===== src/hw/rtl/pcbd_pkg.sv =====
`default_nettype none

package pcbd_pkg;

   localparam int NUM_ENTRIES  = 256;
   localparam int MAX_CODE_LEN = 32;

   localparam int INDEX_W   = 8;
   localparam int SYMBOL_W  = 8;
   localparam int CODE_W    = 32;
   localparam int LENGTH_W  = 6;
   localparam int CODE_IX_W = $clog2(CODE_W);

   localparam logic MODE_LOAD = 1'b0;
   localparam logic MODE_BIT  = 1'b1;

   localparam logic STATUS_OK    = 1'b0;
   localparam logic STATUS_ERROR = 1'b1;

   typedef struct packed {
      logic                mode;
      logic [INDEX_W-1:0]  entry_index;
      logic [SYMBOL_W-1:0] entry_symbol;
      logic [CODE_W-1:0]   entry_code;
      logic [LENGTH_W-1:0] entry_length;
      logic                code_bit;
   } req_word_type;

   typedef struct packed {
      logic [SYMBOL_W-1:0] symbol;
      logic                status;
   } rsp_word_type;

   // token walking the row of cells during one bit item
   typedef struct packed {
      logic                valid;
      logic                any;
      logic                hit;
      logic [SYMBOL_W-1:0] symbol;
   } token_type;

   // broadcast from the controller to every cell
   typedef struct packed {
      logic                load;
      logic                restart;
      logic [INDEX_W-1:0]  index;
      logic [SYMBOL_W-1:0] symbol;
      logic [CODE_W-1:0]   code;
      logic [LENGTH_W-1:0] length;
      logic                code_bit;
      logic [LENGTH_W-1:0] pos;
   } ctrl_type;

   typedef enum logic {
      ST_IDLE,
      ST_SCAN
   } state_type;

endpackage

`default_nettype wire


===== src/hw/rtl/pcbd_cell.sv =====
`default_nettype none

module pcbd_cell (
   input  wire logic                         clock,
   input  wire logic                         reset,
   input  wire pcbd_pkg::ctrl_type           ctrl,
   input  wire logic [pcbd_pkg::INDEX_W-1:0] cell_index,
   input  wire pcbd_pkg::token_type          tok_i,
   output pcbd_pkg::token_type               tok_o
);

   logic [pcbd_pkg::LENGTH_W-1:0] length_ff, length_in;
   logic [pcbd_pkg::CODE_W-1:0]   code_ff;
   logic [pcbd_pkg::SYMBOL_W-1:0] symbol_ff;
   logic                          match_ff, match_in;
   pcbd_pkg::token_type           tok_ff, tok_in;

   logic                          write_en;
   logic                          long_enough;
   logic [pcbd_pkg::LENGTH_W-1:0] shift;
   logic                          code_bit;
   logic                          matched;
   logic                          complete;

   assign write_en = ctrl.load && (ctrl.index == cell_index);

   // over-long codes leave the slot empty
   assign length_in = (32'(ctrl.length) > pcbd_pkg::MAX_CODE_LEN) ? '0 : ctrl.length;

   assign long_enough = length_ff > ctrl.pos;
   assign shift       = length_ff - pcbd_pkg::LENGTH_W'(1) - ctrl.pos;
   assign code_bit    = (32'(shift) < pcbd_pkg::CODE_W) ?
                        code_ff[shift[pcbd_pkg::CODE_IX_W-1:0]] : 1'b0;
   assign matched     = tok_i.valid && match_ff && long_enough && (code_bit == ctrl.code_bit);
   assign complete    = matched &&
                        ((pcbd_pkg::LENGTH_W+1)'(length_ff) ==
                         (pcbd_pkg::LENGTH_W+1)'(ctrl.pos) + (pcbd_pkg::LENGTH_W+1)'(1));

   always_comb begin
      match_in = match_ff;
      if (ctrl.restart) begin
         match_in = 1'b1;
      end else if (tok_i.valid && !matched) begin
         match_in = 1'b0;
      end
   end

   always_comb begin
      tok_in       = tok_i;
      tok_in.any   = tok_i.any | matched;
      // lower index wins, so a hit already carried is kept
      if (complete && !tok_i.hit) begin
         tok_in.hit    = 1'b1;
         tok_in.symbol = symbol_ff;
      end
   end

   always_ff @(posedge clock) begin
      if (reset) begin
         length_ff <= '0;
         match_ff  <= 1'b1;
         tok_ff    <= '0;
      end else begin
         if (write_en) begin
            length_ff <= length_in;
         end
         match_ff <= match_in;
         tok_ff   <= tok_in;
      end
   end

   always_ff @(posedge clock) begin
      if (write_en) begin
         code_ff   <= ctrl.code;
         symbol_ff <= ctrl.symbol;
      end
   end

   assign tok_o = tok_ff;

endmodule

`default_nettype wire


===== config.mk =====
export PLATFORM = sky130hd
export DESIGN_NAME = pcbd_cell
export DESIGN_NICKNAME = d
export VERILOG_FILES = /design/src/hw/rtl/pcbd_pkg.sv /design/src/hw/rtl/pcbd_cell.sv
export SDC_FILE = /design/constraint.sdc
export NUM_CORES = 1
export LEC_CHECK = 0
export BUFFER_PORTS_ARGS = -buffer_cell sky130_fd_sc_hd__buf_2
export CORE_ASPECT_RATIO = 1.1
export CORE_MARGIN = 5
export CORE_UTILIZATION = 47
export CTS_CLUSTER_SIZE = 24
export DETAILED_ROUTE_END_ITERATION = 10
export MAX_ROUTING_LAYER = met4
export PLACE_DENSITY = 0.75
export SYNTH_ARGS = -nofsm -noshare
export SYNTH_HDL_FRONTEND = slang
export SYNTH_SLANG_ARGS = --single-unit
export TNS_END_PERCENT = 50

===== constraint.sdc =====
create_clock -name clock -period 8 [get_ports clock]
set_input_delay 0 -clock clock [delete_from_list [all_inputs] [get_ports clock]]
set_output_delay 0 -clock clock [all_outputs]
set_load 0.02 [all_outputs]

**Word-level counts from Yosys, hierarchy flattened**

Index checks and enable logic that the tools add are counted.

- Bitwise logic cells: 1
- Mux-type cells: 5
- $add $sub $neg: 3
- Reduce and logical (&&, ||, !) cells: 10
- Order comparisons: 4
- Eq/ne operators: 3

Operators by type and width:

| cell | number |
|---|---|
| 2-to-1 mux 9 bit | 1 |
| == test 8 bit | 1 |
| adder 6 x 1 -> 7 bit (second input constant) | 1 |
| == test 6 x 7 -> 1 bit | 1 |
| logical AND 1 bit | 7 |
| greater-than comparator 6 bit | 1 |
| greater-than comparator 6 bit (second input constant) | 1 |
| < comparator 5 x 6 -> 1 bit (second input constant) | 1 |
| < comparator 6 bit (second input constant) | 1 |
| 2-to-1 mux 6 bit | 1 |
| subtractor 6 x 1 -> 6 bit (second input constant) | 1 |
| subtractor 6 bit | 1 |
| binary-select mux 1 bit (select 5 bit) | 1 |
| logical NOT 1 bit | 2 |
| 2-to-1 mux 1 bit | 2 |
| OR reduction 2 bit | 1 |
| == test 1 bit | 1 |
| OR 1 bit | 1 |

- Input port bits: 84
- Output and inout bits: 11
- Bits in registers: 58

**Logic depth before layout (Yosys ltp)**

- Depth in word-level cells: 10
- Mapped depth: 13
- Gate-level depth less buffers: 12

**Worst setup path after synthesis**

Ideal clock, no wire load.

- Kind: input to register
- Start: input port cell_index[1] (netlist bit)
- End: register code_ff[0] (netlist bit) (enable)
- Path buffers: 0
- Required time: 7513 ps
- Slack: 4456 ps
- Data arrival time: 3058 ps
- Stages on the path: 3
- Cells stage by stage: xnor2_1 nand4_1 nor3_1

- Cells in the longest elaborated chain, start to end: 2

Ends and longest elaborated chain:

| item | RTL line | text |
|---|---|---|
| start: declaration | pcbd_cell.sv:7 | `input wire logic [pcbd_pkg::INDEX_W-1:0] cell_index,` |
| == test 8 bit | pcbd_cell.sv:25 | `assign write_en = ctrl.load && (ctrl.index == cell_index);` |
| logical AND 1 bit | pcbd_cell.sv:25 |  |
| named net write_en | pcbd_cell.sv:18 | `logic write_en;` |
| end signal: assignment | pcbd_cell.sv:74 | `code_ff <= ctrl.code;` |
| end: declaration | pcbd_cell.sv:13 | `logic [pcbd_pkg::CODE_W-1:0] code_ff;` |

The timed path passes the listed nets, and every way through them passes these cells.
A chain may end at the register's enable or synchronous reset.

**Worst setup path in the final report**

- Start: register length_ff[0] (netlist bit)
- End: register match_ff

- Cells in the longest elaborated chain, start to end: 9
- Elaborated cells between the ends (all ways): 12

Ends and longest elaborated chain:

| item | RTL line | text |
|---|---|---|
| start: declaration | pcbd_cell.sv:12 | `logic [pcbd_pkg::LENGTH_W-1:0] length_ff, length_in;` |
| start signal: assignment | pcbd_cell.sv:65 | `length_ff <= length_in;` |
| subtractor 6 x 1 -> 6 bit | pcbd_cell.sv:31 | `assign shift = length_ff - pcbd_pkg::LENGTH_W'(1) - ctrl.pos;` |
| subtractor 6 bit | pcbd_cell.sv:31 |  |
| binary-select mux 1 bit (select 5 bit) | pcbd_cell.sv:33 | `code_ff[shift[pcbd_pkg::CODE_IX_W-1:0]] : 1'b0;` |
| 2-to-1 mux 1 bit (implied by the code) | pcbd_cell.sv:33 |  |
| 2-to-1 mux 1 bit | pcbd_cell.sv:32 | `assign code_bit = (32'(shift) < pcbd_pkg::CODE_W) ?` |
| == test 1 bit | pcbd_cell.sv:34 | `assign matched = tok_i.valid && match_ff && long_enough && (code_bit == ctrl.code_bit);` |
| logical AND 1 bit * | pcbd_cell.sv:34 |  |
| logical NOT 1 bit * | pcbd_cell.sv:43 | `end else if (tok_i.valid && !matched) begin` |
| logical AND 1 bit * | pcbd_cell.sv:43 |  |
| end signal: assignment | pcbd_cell.sv:67 | `match_ff <= match_in;` |
| end: declaration | pcbd_cell.sv:15 | `logic match_ff, match_in;` |

Mark *: on every way between the ends. The rest lies on a longest branch, timed or not. The select of a mux whose other input is x is not followed.

==> run metrics <==
Post-route DRC 0; Max Slew Vio Count 0; # IOs 95; first-pass GRT wire length roughly 11 mm; share of layout cells above drive strength 1 between 30% and 40%; fmax 0.250 GHz; crit path capture type flop; ys async rst share 0%; Worst Path Arrival roughly 4.2 ns; worst hold endpoint tok_o[10]; clk_skew 0.00532 ns; Leak Pwr around 1.7 nW; GP Congestion roughly 0.81; clock buffer depth 2; reg2reg start length_ff[0]; max cap viols 0; H-tree levels 3; FF-to-FF path depth 11; crit path time final between 3 and 4 ns; Worst-Margin Slew around 1.0 ns; most common cell in the netlist edfxtp_1; Final setup viols 0; Ys Warns 0; pin count of the biggest net entering global routing between 40 and 50; status complete, no violations; Vias 2321; final instance area 4280 µm²; register area share after synthesis between 50% and 60%; Synth Register Bits 58; Root Driver clkbuf_8; die width approximately 85 µm; initial antenna violation count 0; effective utilization at floorplan around 49%; WS Path Type reg -> reg; total track usage between 10% and 20%; CTS tree built; synth cell count leaders edfxtp_1, dfxtp_1, a21oi_1; Synth Instances between 200 and 250; synthesized cell area around 2900 µm²; final WL just over 7 mm; Initial DRC Count 73; antenna cells 0; Main synth FF type edfxtp_1; Post-Syn Area per Cell approximately 13 µm²; CTS clock-pin slew for the worst setup and hold paths roughly 0.070 ns; port bufs 94; Cells on Worst Hold Path 2; Skew-Pair Late Insertion Delay approximately 0.33 ns; Max IR drop VDD approximately 0.16 mV; post-CTS setup buffers 0; Clock Sinks a little under 60; RSZ-0062 raised after global routing no; clock buffer count from CTS 9; post-synth top area cell edfxtp_1; Final Hold Viols 0; highest net fanout along the worst path 10; Fillers 403; Site Rows 29; total negative slack 0 ns; vias in the first global route between 2000 and 2500; min-delay worst type in -> reg; remaining antenna violation count after routing 0; GRT Residual Overflow 0; Routed wire per std cell between 15 and 20 µm; Area after DPL approximately 3400 µm²; Critical Path Start Type flop; DP HPWL approximately 4.4 mm; Final Net Count ~470; Cell variety after synth 46; Synth area leaders edfxtp_1, dfxtp_1, mux4_1; Via-to-Cell Ratio ~5; Final Cycle Share around 50%; Die Y roughly 90 µm; area grow syn2layout 49.1%; Post-synth EDFFs 40; min-delay src reset; post-synth top area share 41.8%; Power Density 174 nW/µm²; reg2reg setup slack 4.01 ns; Net Count, Synth 307; Pre-antenna DRT Iters 4; FF-to-FF End match_ff; relative max-transition margin 29.6%; Die Area between 7000 and 8000 µm²; Worst Path Required about 8.2 ns; Core ar. ~5800 µm²
-- sequential cells by signal (all words and copies together), names as in the netlist --
signal / count
symbol_ff: 8
tok_o: 11
code_ff: 32
match_ff: 1
length_ff: 6
-- final cells by class --
cell class	instances	area [µm²]	area share, %
repair buffers	158	1110	25.9
clock inverters	7	116	2.72
well taps	77	96.3	2.25
flip-flops and latches	58	1560	36.5
clock buffers	9	124	2.89
inverters	11	41.3	0.965
multi-input cells	138	1230	28.8
-- cells by family (layout without fill, tap and decap cells) --
group           after synthesis  after routing  synth area share, %
flops                        58             58                 54.4
compound gates               52             52                 13.3
simple gates                 46             46                 10.3
xor+xnor                     19             19                 6.58
buf+inv                      18            185                 2.88
mux                          12             12                 8.37
fa+ha+maj                     9              9                 4.18
-- worst max path at each step --
stage | from | to | slack (ns) | cells past startpoint
2_1_floorplan | cell_index[1] | code_ff[0] | 4.46 | 3
3_3_place_gp | length_ff[0] | match_ff | 4.68 | 9
4_1_cts | length_ff[0] | match_ff | 3.98 | 11
5_1_grt | length_ff[0] | match_ff | 3.79 | 11
3_5_place_dp | length_ff[0] | match_ff | 4.58 | 10
6_report | length_ff[0] | match_ff | 4.01 | 11
-- cell usage in the layout (no fill, tap or decap), drive strengths merged, types with 2 or more instances in the layout --
master       instances
a21o                 2
a21oi               17
a31oi                2
and2                 2
and4                 2
buf                 95
bufinv               3
clkbuf               9
clkinv               2
dfxtp               18
dlygate4sd3         63
edfxtp              40
ha                   8
inv                 12
mux2i                3
mux4                 8
nand2                2
nand2b               6
nand3                7
nand3b               6
nor2                 5
nor2b                4
nor3                 6
o2111ai              9
o21a                 2
o21ai                2
o31a                 3
o31ai                9
or4                  2
or4b                 2
xnor2               12
xor2                 7
-- power breakdown --
group	switching, W	leakage (nW)	total [W]	internal, W
Clock	0.000122	0.120	0.000328	0.000207
Sequential	0.000000983	0.508	0.000325	0.000324
Combinational	0.0000396	1.06	0.0000924	0.0000528
Total	0.000162	1.69	0.000746	0.000584
-- per-layer routing --
metal / GRT usage [%] / vias to the layer above / wire [µm] / share of wire, %
met2: 34.6 / 71 / 3820 / 54
met4: 6.46 / 0 / 99 / 1.4
met1: 20.0 / 1077 / 2780 / 39
met5: - / - / 0 / 0
met3: 4.75 / 8 / 366 / 5.2
li1: - / 1165 / - / -
-- timing repair --
action / 4_1_cts / 5_1_grt
gates resized for setup: 0 / 0
hold endpoints to repair: 57 / 0
hold buffers: 63 / 0
-- worst max-delay path: stages (launching register included) --
cell and delay, ns:
dfxtp_1 0.36, ha_1 0.18, inv_1 0.05, fa_1 0.68
mux4_2 0.36, nor2b_1 0.15, a2111oi_2 0.39, a31o_2 0.21
o31a_1 0.36, nor3_2 0.09, or4_1 0.48, dlygate4sd3_1 0.57
-- through the flow --
| step | cells | hold slack [ns] | total power [W] | setup WS, ns | util (%) |
|---|---|---|---|---|---|
| 6_report | 458 | 0.0298 | 0.000746 | 4.01 | 73.2 |
| 5_1_grt | 458 | 0.0434 | 0.000770 | 3.79 | 73.2 |
| 4_1_cts | 458 | 0.0129 | 0.000746 | 3.98 | 73.2 |
| 3_3_place_gp | 379 | 0.177 | 0.000399 | 4.68 | 58.3 |
| 3_5_place_dp | 379 | 0.178 | 0.000400 | 4.58 | 58.3 |
| 2_1_floorplan | 214 | 0.0989 | 0.000371 | 4.46 | - |
No activity file was read; power rests on OpenSTA's default activity.
